$ cat src/sv/rle_pkg.sv
// Shared types and constants for the run-length byte stream decoder.
// No dependencies; used by every other file of the block.
package rle_pkg;

  // Shortest run a run header can describe, and the output beat width in bytes
  localparam int unsigned MIN_RUN    = 3;
  localparam int unsigned BEAT_BYTES = 4;
  localparam int unsigned BEAT_EFF   = (BEAT_BYTES < 1) ? 1 :
                                       ((BEAT_BYTES > 4) ? 4 : BEAT_BYTES);

  typedef enum logic [1:0] {
    OP_RUN,
    OP_LIT,
    OP_TRUNC
  } op_t;

  // One classified token step, passed from front end to expander
  typedef struct packed {
    op_t        op;
    logic [7:0] data;
    logic [7:0] len;
    logic       last;
    logic       trunc_after;
  } cmd_t;

endpackage

$ cat src/sv/rle_front.sv
// Front end: parses headers, tracks the token phase and classifies each byte.
// Depends on rle_pkg for cmd_t and MIN_RUN.
module rle_front (
  input  logic           clk,
  input  logic           rst,
  input  logic           accept,
  input  logic [7:0]     comp_byte,
  input  logic           stream_end,
  output logic           push,
  output rle_pkg::cmd_t  cmd
);

  localparam logic [7:0] LEN_MASK = 8'h7F;
  localparam int unsigned RUN_BIT = 7;

  typedef enum logic [1:0] {
    PH_HEADER,
    PH_RUNVAL,
    PH_LITERAL
  } phase_t;

  phase_t     phase, phase_next;
  logic [7:0] pending, pending_next;
  logic       hit;
  logic [7:0] low;
  logic [8:0] run_sum;
  logic [7:0] run_len;
  logic [7:0] lit_left;

  always_comb begin
    low      = comp_byte & LEN_MASK;
    run_sum  = {1'b0, low} + 9'(rle_pkg::MIN_RUN);
    run_len  = run_sum[8] ? 8'hFF : run_sum[7:0];
    lit_left = (pending != 8'd0) ? pending - 8'd1 : 8'd0;

    phase_next       = phase;
    pending_next     = pending;
    hit              = 1'b0;
    cmd.op           = rle_pkg::OP_LIT;
    cmd.data         = comp_byte;
    cmd.len          = 8'd0;
    cmd.last         = 1'b0;
    cmd.trunc_after  = 1'b0;

    case (phase)
      PH_RUNVAL: begin
        cmd.op       = rle_pkg::OP_RUN;
        cmd.len      = pending;
        cmd.last     = 1'b1;
        hit          = (pending != 8'd0);
        phase_next   = PH_HEADER;
        pending_next = 8'd0;
      end
      PH_LITERAL: begin
        cmd.op          = rle_pkg::OP_LIT;
        cmd.last        = (lit_left == 8'd0);
        cmd.trunc_after = stream_end && (lit_left != 8'd0);
        hit             = 1'b1;
        pending_next    = lit_left;
        phase_next      = (lit_left == 8'd0) ? PH_HEADER : PH_LITERAL;
      end
      default: begin
        if (comp_byte[RUN_BIT]) begin
          pending_next = run_len;
          phase_next   = (run_len == 8'd0) ? PH_HEADER : PH_RUNVAL;
        end else begin
          pending_next = low;
          phase_next   = (low == 8'd0) ? PH_HEADER : PH_LITERAL;
        end
        // stream stopped right after a header: report the broken token
        if (stream_end && phase_next != PH_HEADER) begin
          cmd.op = rle_pkg::OP_TRUNC;
          hit    = 1'b1;
        end
      end
    endcase

    if (stream_end) begin
      phase_next   = PH_HEADER;
      pending_next = 8'd0;
    end
  end

  assign push = accept && hit;

  always_ff @(posedge clk) begin
    if (rst) begin
      phase   <= PH_HEADER;
      pending <= 8'd0;
    end else if (accept) begin
      phase   <= phase_next;
      pending <= pending_next;
    end
  end

endmodule

$ cat src/sv/rle_queue.sv
// Short command queue between front end and expander, show-ahead head.
// Depends on rle_pkg for cmd_t.
module rle_queue #(
  parameter int unsigned DEPTH = 2
) (
  input  logic           clk,
  input  logic           rst,
  input  logic           push,
  input  rle_pkg::cmd_t  push_cmd,
  output logic           push_ready,
  output logic           head_valid,
  output rle_pkg::cmd_t  head_cmd,
  input  logic           pop
);

  localparam int unsigned PTR_W = (DEPTH > 1) ? $clog2(DEPTH) : 1;
  localparam int unsigned CNT_W = $clog2(DEPTH + 1);

  rle_pkg::cmd_t entries [DEPTH];
  logic [PTR_W-1:0] wr_ptr, rd_ptr;
  logic [CNT_W-1:0] fill;

  assign push_ready = (fill != CNT_W'(DEPTH));
  assign head_valid = (fill != '0);
  assign head_cmd   = entries[rd_ptr];

  always_ff @(posedge clk) begin
    if (push) begin
      entries[wr_ptr] <= push_cmd;
    end
  end

  always_ff @(posedge clk) begin
    if (rst) begin
      wr_ptr <= '0;
      rd_ptr <= '0;
      fill   <= '0;
    end else begin
      if (push) begin
        wr_ptr <= (wr_ptr == PTR_W'(DEPTH - 1)) ? '0 : wr_ptr + 1'b1;
      end
      if (pop) begin
        rd_ptr <= (rd_ptr == PTR_W'(DEPTH - 1)) ? '0 : rd_ptr + 1'b1;
      end
      case ({push, pop})
        2'b10:   fill <= fill + 1'b1;
        2'b01:   fill <= fill - 1'b1;
        default: fill <= fill;
      endcase
    end
  end

  a_fill_bound: assert property (@(posedge clk) disable iff (rst)
    fill <= CNT_W'(DEPTH))
    else $error("queue fill above depth");

  a_no_pop_empty: assert property (@(posedge clk) disable iff (rst)
    pop |-> head_valid)
    else $error("pop from empty queue");

endmodule

$ cat src/sv/rle_back.sv
// Expander: turns queued commands into output beats held in an output register.
// Depends on rle_pkg for cmd_t and BEAT_EFF.
module rle_back (
  input  logic           clk,
  input  logic           rst,
  input  logic           cmd_valid,
  input  rle_pkg::cmd_t  cmd,
  output logic           cmd_pop,
  output logic           out_valid,
  input  logic           out_ready,
  output logic [31:0]    out_bytes,
  output logic [2:0]     out_count,
  output logic           token_last,
  output logic           truncated
);

  localparam logic [2:0] BEAT_MAX = 3'(rle_pkg::BEAT_EFF);

  typedef enum logic [1:0] {
    BK_IDLE,
    BK_RUN,
    BK_TRUNC
  } bk_state_t;

  bk_state_t  state;
  logic [7:0] left;
  logic [7:0] run_byte;
  logic       load;
  logic [7:0] src_len;
  logic [7:0] src_byte;
  logic [2:0] take;
  logic [7:0] rem;

  function automatic logic [31:0] beat_word(input logic [7:0] b, input logic [2:0] n);
    logic [31:0] w;
    w = '0;
    for (int i = 0; i < 4; i++) begin
      if (3'(i) < n) begin
        w[8*i +: 8] = b;
      end
    end
    return w;
  endfunction

  assign load    = !out_valid || out_ready;
  assign cmd_pop = load && (state == BK_IDLE) && cmd_valid;

  always_comb begin
    src_len  = (state == BK_RUN) ? left : cmd.len;
    src_byte = (state == BK_RUN) ? run_byte : cmd.data;
    take     = (src_len > 8'(BEAT_MAX)) ? BEAT_MAX : src_len[2:0];
    rem      = src_len - 8'(take);
  end

  always_ff @(posedge clk) begin
    if (rst) begin
      state     <= BK_IDLE;
      out_valid <= 1'b0;
      left      <= 8'd0;
    end else begin
      if (load) begin
        // a free output register fills whenever there is a beat to make
        out_valid <= (state == BK_RUN) || (state == BK_TRUNC) ||
                     ((state == BK_IDLE) && cmd_valid);
        case (state)
          BK_IDLE: begin
            if (cmd_valid) begin
              case (cmd.op)
                rle_pkg::OP_RUN: begin
                  out_bytes  <= beat_word(src_byte, take);
                  out_count  <= take;
                  token_last <= (rem == 8'd0);
                  truncated  <= 1'b0;
                  left       <= rem;
                  run_byte   <= cmd.data;
                  if (rem != 8'd0) begin
                    state <= BK_RUN;
                  end
                end
                rle_pkg::OP_LIT: begin
                  out_bytes  <= {24'd0, cmd.data};
                  out_count  <= 3'd1;
                  token_last <= cmd.last;
                  truncated  <= 1'b0;
                  if (cmd.trunc_after) begin
                    state <= BK_TRUNC;
                  end
                end
                default: begin
                  out_bytes  <= '0;
                  out_count  <= 3'd0;
                  token_last <= 1'b0;
                  truncated  <= 1'b1;
                end
              endcase
            end
          end
          BK_RUN: begin
            out_bytes  <= beat_word(src_byte, take);
            out_count  <= take;
            token_last <= (rem == 8'd0);
            truncated  <= 1'b0;
            left       <= rem;
            if (rem == 8'd0) begin
              state <= BK_IDLE;
            end
          end
          BK_TRUNC: begin
            out_bytes  <= '0;
            out_count  <= 3'd0;
            token_last <= 1'b0;
            truncated  <= 1'b1;
            state      <= BK_IDLE;
          end
          default: begin
            state <= BK_IDLE;
          end
        endcase
      end
    end
  end

  a_trunc_empty: assert property (@(posedge clk) disable iff (rst)
    (out_valid && truncated) |-> (out_count == 3'd0 && out_bytes == 32'd0 && !token_last))
    else $error("truncation beat carries data");

  a_data_count: assert property (@(posedge clk) disable iff (rst)
    (out_valid && !truncated) |-> (out_count != 3'd0 && out_count <= BEAT_MAX))
    else $error("data beat count out of range");

  a_run_left: assert property (@(posedge clk) disable iff (rst)
    (state == BK_RUN) |-> (left != 8'd0))
    else $error("run expansion with nothing left");

endmodule

$ cat src/sv/rle_byte_stream_decoder.sv
// Top level of the run-length byte stream decoder: front end, queue, expander.
// Depends on rle_pkg, rle_front, rle_queue and rle_back.
//
//   channel | signals                                        | role
//   --------+------------------------------------------------+-------------------
//   in      | in_valid, in_ready, comp_byte, stream_end      | compressed bytes
//   out     | out_valid, out_ready, out_bytes, out_count,    | decoded beats,
//           | token_last, truncated                          | up to 4 bytes each
//
// A literal byte makes one beat; a literal byte that ends the stream inside
// its group adds a truncation beat. A run value byte makes ceil(len / 4)
// beats in the expander, one beat per cycle while out_ready is not held low,
// where len is (header & 0x7F) + 3. The command queue (QUEUE_DEPTH entries)
// lets the front end keep taking bytes while a run expands, until the queue
// fills.
// Reset (rst, synchronous) returns both parts to idle and empties the queue.
// A stall on out_ready holds the output register and backs up into the queue.
module rle_byte_stream_decoder #(
  parameter int unsigned QUEUE_DEPTH = 2
) (
  input  logic        clk,
  input  logic        rst,
  input  logic        in_valid,
  output logic        in_ready,
  input  logic [7:0]  comp_byte,
  input  logic        stream_end,
  output logic        out_valid,
  input  logic        out_ready,
  output logic [31:0] out_bytes,
  output logic [2:0]  out_count,
  output logic        token_last,
  output logic        truncated
);

  logic          accept;
  logic          push;
  rle_pkg::cmd_t push_cmd;
  logic          head_valid;
  rle_pkg::cmd_t head_cmd;
  logic          pop;

  assign accept = in_valid && in_ready;

  rle_front u_front (
    .clk        (clk),
    .rst        (rst),
    .accept     (accept),
    .comp_byte  (comp_byte),
    .stream_end (stream_end),
    .push       (push),
    .cmd        (push_cmd)
  );

  rle_queue #(
    .DEPTH (QUEUE_DEPTH)
  ) u_queue (
    .clk        (clk),
    .rst        (rst),
    .push       (push),
    .push_cmd   (push_cmd),
    .push_ready (in_ready),
    .head_valid (head_valid),
    .head_cmd   (head_cmd),
    .pop        (pop)
  );

  rle_back u_back (
    .clk        (clk),
    .rst        (rst),
    .cmd_valid  (head_valid),
    .cmd        (head_cmd),
    .cmd_pop    (pop),
    .out_valid  (out_valid),
    .out_ready  (out_ready),
    .out_bytes  (out_bytes),
    .out_count  (out_count),
    .token_last (token_last),
    .truncated  (truncated)
  );

endmodule

$ cat config.mk
export PLATFORM = sky130hd
export DESIGN_NAME = rle_byte_stream_decoder
export DESIGN_NICKNAME = d
export VERILOG_FILES = /design/src/sv/rle_pkg.sv /design/src/sv/rle_front.sv /design/src/sv/rle_queue.sv /design/src/sv/rle_back.sv /design/src/sv/rle_byte_stream_decoder.sv
export SDC_FILE = /design/constraint.sdc
export NUM_CORES = 1
export LEC_CHECK = 0
export BUFFER_PORTS_ARGS = -buffer_cell sky130_fd_sc_hd__buf_4
export CORE_ASPECT_RATIO = 1.5
export CORE_MARGIN = 4
export CORE_UTILIZATION = 59
export DETAILED_ROUTE_END_ITERATION = 6
export PLACE_DENSITY = 0.79
export SLEW_MARGIN = 20
export SYNTH_ARGS = -nofsm -noshare
export SYNTH_HDL_FRONTEND = slang
export SYNTH_SLANG_ARGS = --single-unit
$ cat constraint.sdc
create_clock -name clk -period 4.68 [get_ports clk]
set_input_delay 0.234 -clock clk [delete_from_list [all_inputs] [get_ports clk]]
set_output_delay 0.234 -clock clk [all_outputs]
set_load 0.005 [all_outputs]
# Word level (Yosys, flattened, before mapping)
# Memories as Yosys holds them, arrays and structs flattened. A register that Yosys moved wholly into a read port is not among the register bits.
# Cells that the tools add are included.
[word_totals]
regBits = 70
ram_bits = 40
in_bits = 13
output_inout_bits = 39
word_cells = 126
memories = 1
[mem_list]
columns = ["name", "depth", "width", "rd", "rd_clocked_by_memory_dff", "wr", "line", "rtl"]
rows = [
  ["u_queue.entries", 2, 20, 1, 1, 1, "rle_queue.sv:19", "rle_pkg::cmd_t entries [DEPTH];"],
]
[op_classes]
addsub = 7
order_cmp = 5
n_eq_ne = 14
n_mux = 54
n_bitwise = 1
reduce_logical = 31
[ops]
columns = ["operator", "n"]
rows = [
  ["$mux W8", 13],
  ["$pmux W32 S3", 1],
  ["$pmux W32 S2", 1],
  ["$logic_not A8 Y1", 4],
  ["$mux W32", 1],
  ["$pmux W8 S2", 2],
  ["$reduce_bool A8 Y1", 3],
  ["$mux W2", 10],
  ["$pmux W2 S2", 5],
  ["$mux W1", 12],
  ["$ne A3 B3 Y1 const B", 3],
  ["$pmux W3 S3", 1],
  ["$add A7 B2 Y8 const B", 1],
  ["$eq A2 B1 Y1 const B", 4],
  ["$gt A8 B3 Y1 const B", 1],
  ["$reduce_and A4 Y1", 2],
  ["$reduce_bool A2 Y1", 4],
  ["$sub A8 B1 Y8 const B", 1],
  ["$sub A8 B3 Y8", 1],
  ["$logic_and A1 B1 Y1", 7],
  ["$eq A2 B2 Y1 const B", 3],
  ["$lt A1 B3 Y1 const A", 2],
  ["$lt A2 B3 Y1 const A", 2],
  ["$mux W3", 2],
  ["16 further kinds", 26],
]

# Logic depth before layout (Yosys ltp)
[depth]
depth_word = 13
depth_mapped = 16
ltp_nobuf = 14

# Cells and area by module
# From an unflattened synthesis, not the netlist that was laid out.
[unflattened]
hier_cells = 489
hier_area_um2 = 5606.6
[modules_own_cells]
columns = ["mod", "n_inst", "cells_each", "area_each_um2", "seq_area_each_um2"]
rows = [
  ["rle_back", 1, 244, 2796.4, 1571.5],
  ["rle_queue", 1, 84, 1641.6, 1301.2],
  ["rle_front", 1, 160, 1162.4, 200.2],
  ["rle_byte_stream_decoder", 1, 1, 6.3, 0.0],
]

# Worst setup path before layout
# Ideal clock, no wire load.
[synth_timing]
path_kind = "register to register"
start = "register u_back.state[0]"
end = "register u_back.out_bytes[0] (enable)"
setup_ps = 477
arrival_time_ps = 3420
t_required_ps = 4203
setup_slack_ps = 782
stages_incl_launch_ff = 5
path_buffers = 0
period_less_slack_ps = 3898
cell_sequence = "dfxtp_1 inv_1 ha_1 a21o_1 nor3_1"
[synth_via]
elab_chain_cells = 3
elab_cells_between_ends = 6
cone_classes = "eq/ne: 3; reduce/logical: 3"
[synth_lines]
columns = ["item", "line", "rtl"]
rows = [
  ["start, declared", "rle_back.sv:25", "bk_state_t state;"],
  ["start signal, assigned", "rle_back.sv:57", "state <= BK_IDLE;"],
  ["start signal, assigned", "rle_back.sv:77", "state <= BK_RUN;"],
  ["start signal, assigned", "rle_back.sv:86", "state <= BK_TRUNC;"],
  ["$eq A2 B2 Y1, or another cell as far along", "rle_back.sv:65", "case (state)"],
  ["$reduce_bool A3 Y1 (no source line) / $ne A2 B1 Y1 (equally long branches)", "-", ""],
  ["$reduce_and A4 Y1 (no source line) (*)", "-", ""],
  ["end signal, assigned", "rle_back.sv:70", "out_bytes <= beat_word(src_byte, take);"],
  ["end signal, assigned", "rle_back.sv:81", "out_bytes <= {24'd0, cmd.data};"],
  ["end signal, assigned", "rle_back.sv:99", "out_bytes <= beat_word(src_byte, take);"],
  ["end, declared", "rle_back.sv:11", "output logic [31:0] out_bytes,"],
]
# Every way passes the cells marked *; elsewhere a longest branch is shown, timed or not.
# A chain may end at the register's enable or synchronous reset.

# Final worst setup path
[layout_timing]
start = "register u_back.state[1]"
end = "register u_back.token_last (data pin)"
[layout_via]
elab_chain_cells = 9
elab_cells_between_ends = 11
cone_classes = "add/sub: 1; order compare: 1; eq/ne: 2; mux: 5; reduce/logical: 2"
[layout_lines]
columns = ["item", "line", "rtl"]
rows = [
  ["$eq A2 B1 Y1 (*)", "rle_back.sv:49", "src_len = (state == BK_RUN) ? left : cmd.len;"],
  ["$mux W8 (*)", "rle_back.sv:49", ""],
  ["$gt A8 B3 Y1", "rle_back.sv:51", "take = (src_len > 8'(BEAT_MAX)) ? BEAT_MAX : src_len[2:0];"],
  ["$mux W3", "rle_back.sv:51", ""],
  ["$sub A8 B3 Y8 (*)", "rle_back.sv:52", "rem = src_len - 8'(take);"],
  ["via u_back.rem[1]", "rle_back.sv:32", "logic [7:0] rem;"],
  ["$logic_not A8 Y1 (*)", "rle_back.sv:72, rle_back.sv:101", ""],
  ["$pmux W1 S2", "rle_back.sv:68", "case (cmd.op)"],
  ["$mux W1", "rle_back.sv:67", "if (cmd_valid) begin"],
  ["$pmux W1 S3 (*)", "rle_back.sv:65", ""],
  ["end signal, assigned", "rle_back.sv:72", "token_last <= (rem == 8'd0);"],
  ["end signal, assigned", "rle_back.sv:83", "token_last <= cmd.last;"],
  ["end signal, assigned", "rle_back.sv:101", "token_last <= (rem == 8'd0);"],
  ["end, declared", "rle_back.sv:13", "output logic token_last,"],
]
# Mark *: on every way through the listed nets, which the timed path passes. The rest lies on a longest branch. The select of a mux whose other input is x is not followed.

==> impl_metrics.json <==
{
  "antenna_found_initial": 0,
  "coreArea_um2": 8881,
  "synthArstFlopShare_pct": 0,
  "power_mw": 3.758,
  "dp_hpwl_um": 8479,
  "clock.fmax_mhz": 245.1,
  "synth_fp_nets": 505,
  "ys.flop_type": "edfxtp_1",
  "drt_wl_total_um": 11420,
  "crit_path_cell_trace": "inv_1 > ha_1 > buf_4 > nand2_1 > o21ai_1 > or4_4 > or3_1 > nand2_1 > ha_1 > a2111o_1 > or2_4 > nor4_1 > o21ai_0 > o21ai_0",
  "final-setup-viol-count": 0,
  "h-tree-depth": 3,
  "drive_gt1_share_pct": 18.73,
  "slew_headroom_pct": 42.63,
  "drc_errors": 0,
  "port-buffer-count": 51,
  "cts_tree": "done",
  "area_delta_synth_final_pct": 14.78,
  "power-per-cell-area_nw_per_um2": 606.3,
  "crit_path_end_kind": "register",
  "placed_area_um2": 5871,
  "cts_setup_buffers": 0,
  "synth_top_family_by_area": "simple AND/OR/NAND/NOR gates",
  "cts_buffer_depth": 2,
  "numPlacedInstances": 628,
  "viasPerCell": 6.067,
  "layout_min_cycle_time_ps": 4080,
  "yosys.area_share.xor_xnor_pct": 2.271,
  "grtUsageMet2_pct": 39.03,
  "leakage_nw": 2.191,
  "grt_pass1_wl_um": 18860,
  "clock_skew_ps": 7.634,
  "gr-total-overflow": 0,
  "ant_nets": 0,
  "cts_inserted_buffers": 9,
  "rows": 42,
  "drv_slew": 0,
  "drtPass1Iterations": 5,
  "status": "complete, no violations",
  "start_util_pct": 60.81,
  "clk_latency_ps": 350,
  "ys_seq_area_share_pct": 56.90,
  "numClockSinks": 111,
  "syn-cell-area_um2": 5400,
  "wire_per_inst_um": 17.74,
  "final_hold_viol_count": 0,
  "ys_types": 59,
  "drtIter0Drc": 214,
  "ir_drop_uv": 303.3,
  "cp_max_fo": 24,
  "die_w_um": 86.12,
  "instances_no_fill": 644,
  "tightest_slew_ps": 853.9,
  "start_kind": "register",
  "postLayoutCoreUtil_pct": 69.79,
  "stdcell_area_um2": 6198,
  "final_nets": 554,
  "grt_pass1_vias": 3885,
  "cts_resized": 0,
  "diodes": 0,
  "gp_congestion": 0.8779,
  "crit_type": "register to register",
  "cts_hold_buf": 0,
  "ys.warnings.count": 0,
  "setup-tns-final_ps": 0,
  "cp_slowest_cell": "or4_4",
  "avgSynthCellArea_um2": 11.25,
  "track_usage_pct": 22.03,
  "grtUsageMet3_pct": 3.818,
  "synth_compound_area_share_pct": 13.79,
  "grtUsageMet1_pct": 25.74,
  "syn_inst": 480,
  "synth_edf_count": 85,
  "slowest_delay_ps": 480,
  "io_pins": 52,
  "cts-root-buf": "clkbuf_16",
  "die_area_um2": 10780,
  "min_period_over_period_pct": 87.19,
  "worstPathRequired_ps": 4870,
  "busiest_layer": "met2",
  "rsz0062_at_grt": "false",
  "die_h_um": 125.2,
  "clkTransAtPathRegs_ps": 70,
  "synthMuxAreaShare_pct": 7.298,
  "yosys.area_share.simple_pct": 13.99,
  "crit_arrival_ps": 4270,
  "num_vias": 3907,
  "synthAdderAreaFrac_pct": 2.780,
  "hold_class": "input port to register",
  "drv_cap": 0,
  "reg2reg_slack_ps": 600,
  "grt_start_max_net_pins": 38,
  "ys_seq_elements": 111
}
## metrics by stage
| stage | setup WS, ps | hold slack, ps |
|---|---|---|
| after floorplan | 782.5 | 332.9 |
| after global placement | 910.1 | 456.2 |
| after detailed placement | 709.5 | 455.9 |
| after CTS | 682.3 | 100.2 |
| after global routing | 366.9 | 93.04 |
| final | 599.7 | 102.2 |
## sequential cells by signal (all words and copies together) (netlist names), named ones only
name,flops
u_back.left,8
u_back.out_bytes,32
u_back.out_count,3
u_back.out_valid,1
u_back.run_byte,8
u_back.state,2
u_back.token_last,1
u_back.truncated,1
u_front.pending,8
u_front.phase,2
u_queue.entries,40
u_queue.fill,2
u_queue.rd_ptr,1
u_queue.wr_ptr,1
## routing by layer
layer	share of wire [%]	up-vias	routed length, um
met2	53	153	6098
met3	5.5	31	624
met1	38	1854	4356
met5	0	-	0
met4	3.0	0	344
li1	-	1869	-
## layout make-up
| class | count | area, um^2 |
|---|---|---|
| clock buffers | 9 | 225.2 |
| clock inverters | 7 | 102.6 |
| fillers | 658 | 2683 |
| inverters | 15 | 56.30 |
| multi-input cells | 335 | 2176 |
| flip-flops and latches | 111 | 3073 |
| well taps | 110 | 137.6 |
| repair buffers | 57 | 427.9 |
## critical path, delay by kind of cell (launching register included)
kind            cells  cell delay (ps)
flops               1              400
fa+ha+maj           2              550
compound gates      4              830
buf+inv             2              370
simple gates        6             1760
## layout by cell type, fill, tap and decap left out, types with 13 or more instances in the layout
| cell | instances |
|---|---|
| mux2i_1 | 22 |
| inv_1 | 15 |
| dfxtp_1 | 26 |
| nor2_1 | 65 |
| buf_4 | 57 |
| a21oi_1 | 31 |
| nand2_1 | 26 |
| edfxtp_1 | 85 |
| mux2_2 | 13 |
| o21ai_0 | 24 |
## cells by family (layout without fill, tap and decap cells)
family          after synthesis  after routing
simple gates                157            157
compound gates              114            114
flops                       111            111
mux                          37             37
buf+inv                      34             88
xor+xnor                     14             14
fa+ha+maj                    12             12
other cells                   1              1
## path summary, 6_finish.rpt
| check | startpoint | end | depth (start not counted) |
|---|---|---|---|
| setup / recovery | u_back.state[1] | u_back.token_last | 14 |
| hold / removal | comp_byte[1] | u_queue.entries[0][11] | 1 |
| setup reg to reg | u_back.state[1] | u_back.token_last | 14 |
| hold reg to reg | u_back.left[7] | u_back.left[7] | 2 |
## where the power goes
group / internal [mW] / total, mW / switching [mW]
combinational: 0.590 / 1.49 / 0.902
clock: 0.475 / 0.824 / 0.348
sequential: 1.35 / 1.44 / 0.0923
## synthesized netlist by cell type (2+ instances only)
master	instances	area share (%)
o211ai_1	2	0.28
o41a_1	2	0.42
o22ai_1	8	0.93
ha_1	12	2.8
nand3b_1	3	0.42
o21ai_0	24	2.2
o21a_1	7	0.97
a32oi_1	3	0.49
nand3_1	11	1.0
dfxtp_1	26	9.6
xor2_1	4	0.65
a21oi_1	31	2.9
o21ai_2	2	0.32
o21ai_1	6	0.56
clkbuf_1	14	0.97
nor2b_1	12	1.4
and2_1	9	1.0
or4_1	2	0.28
a211oi_1	2	0.28
mux2i_2	2	0.51
a31oi_1	4	0.46
nand4_1	4	0.46
o21bai_1	2	0.28
nor3_1	10	0.93
nor4_1	3	0.35
mux2i_1	22	4.1
o32ai_1	2	0.32
xnor2_1	10	1.6
nand2b_1	3	0.35
inv_1	15	1.0
a22oi_1	8	1.1
or3_1	2	0.23
nand2_1	26	1.8
nor2_1	65	4.5
mux2_2	13	2.7
nand4b_1	2	0.32
edfxtp_1	85	47
(Power assumes the default switching activity.)
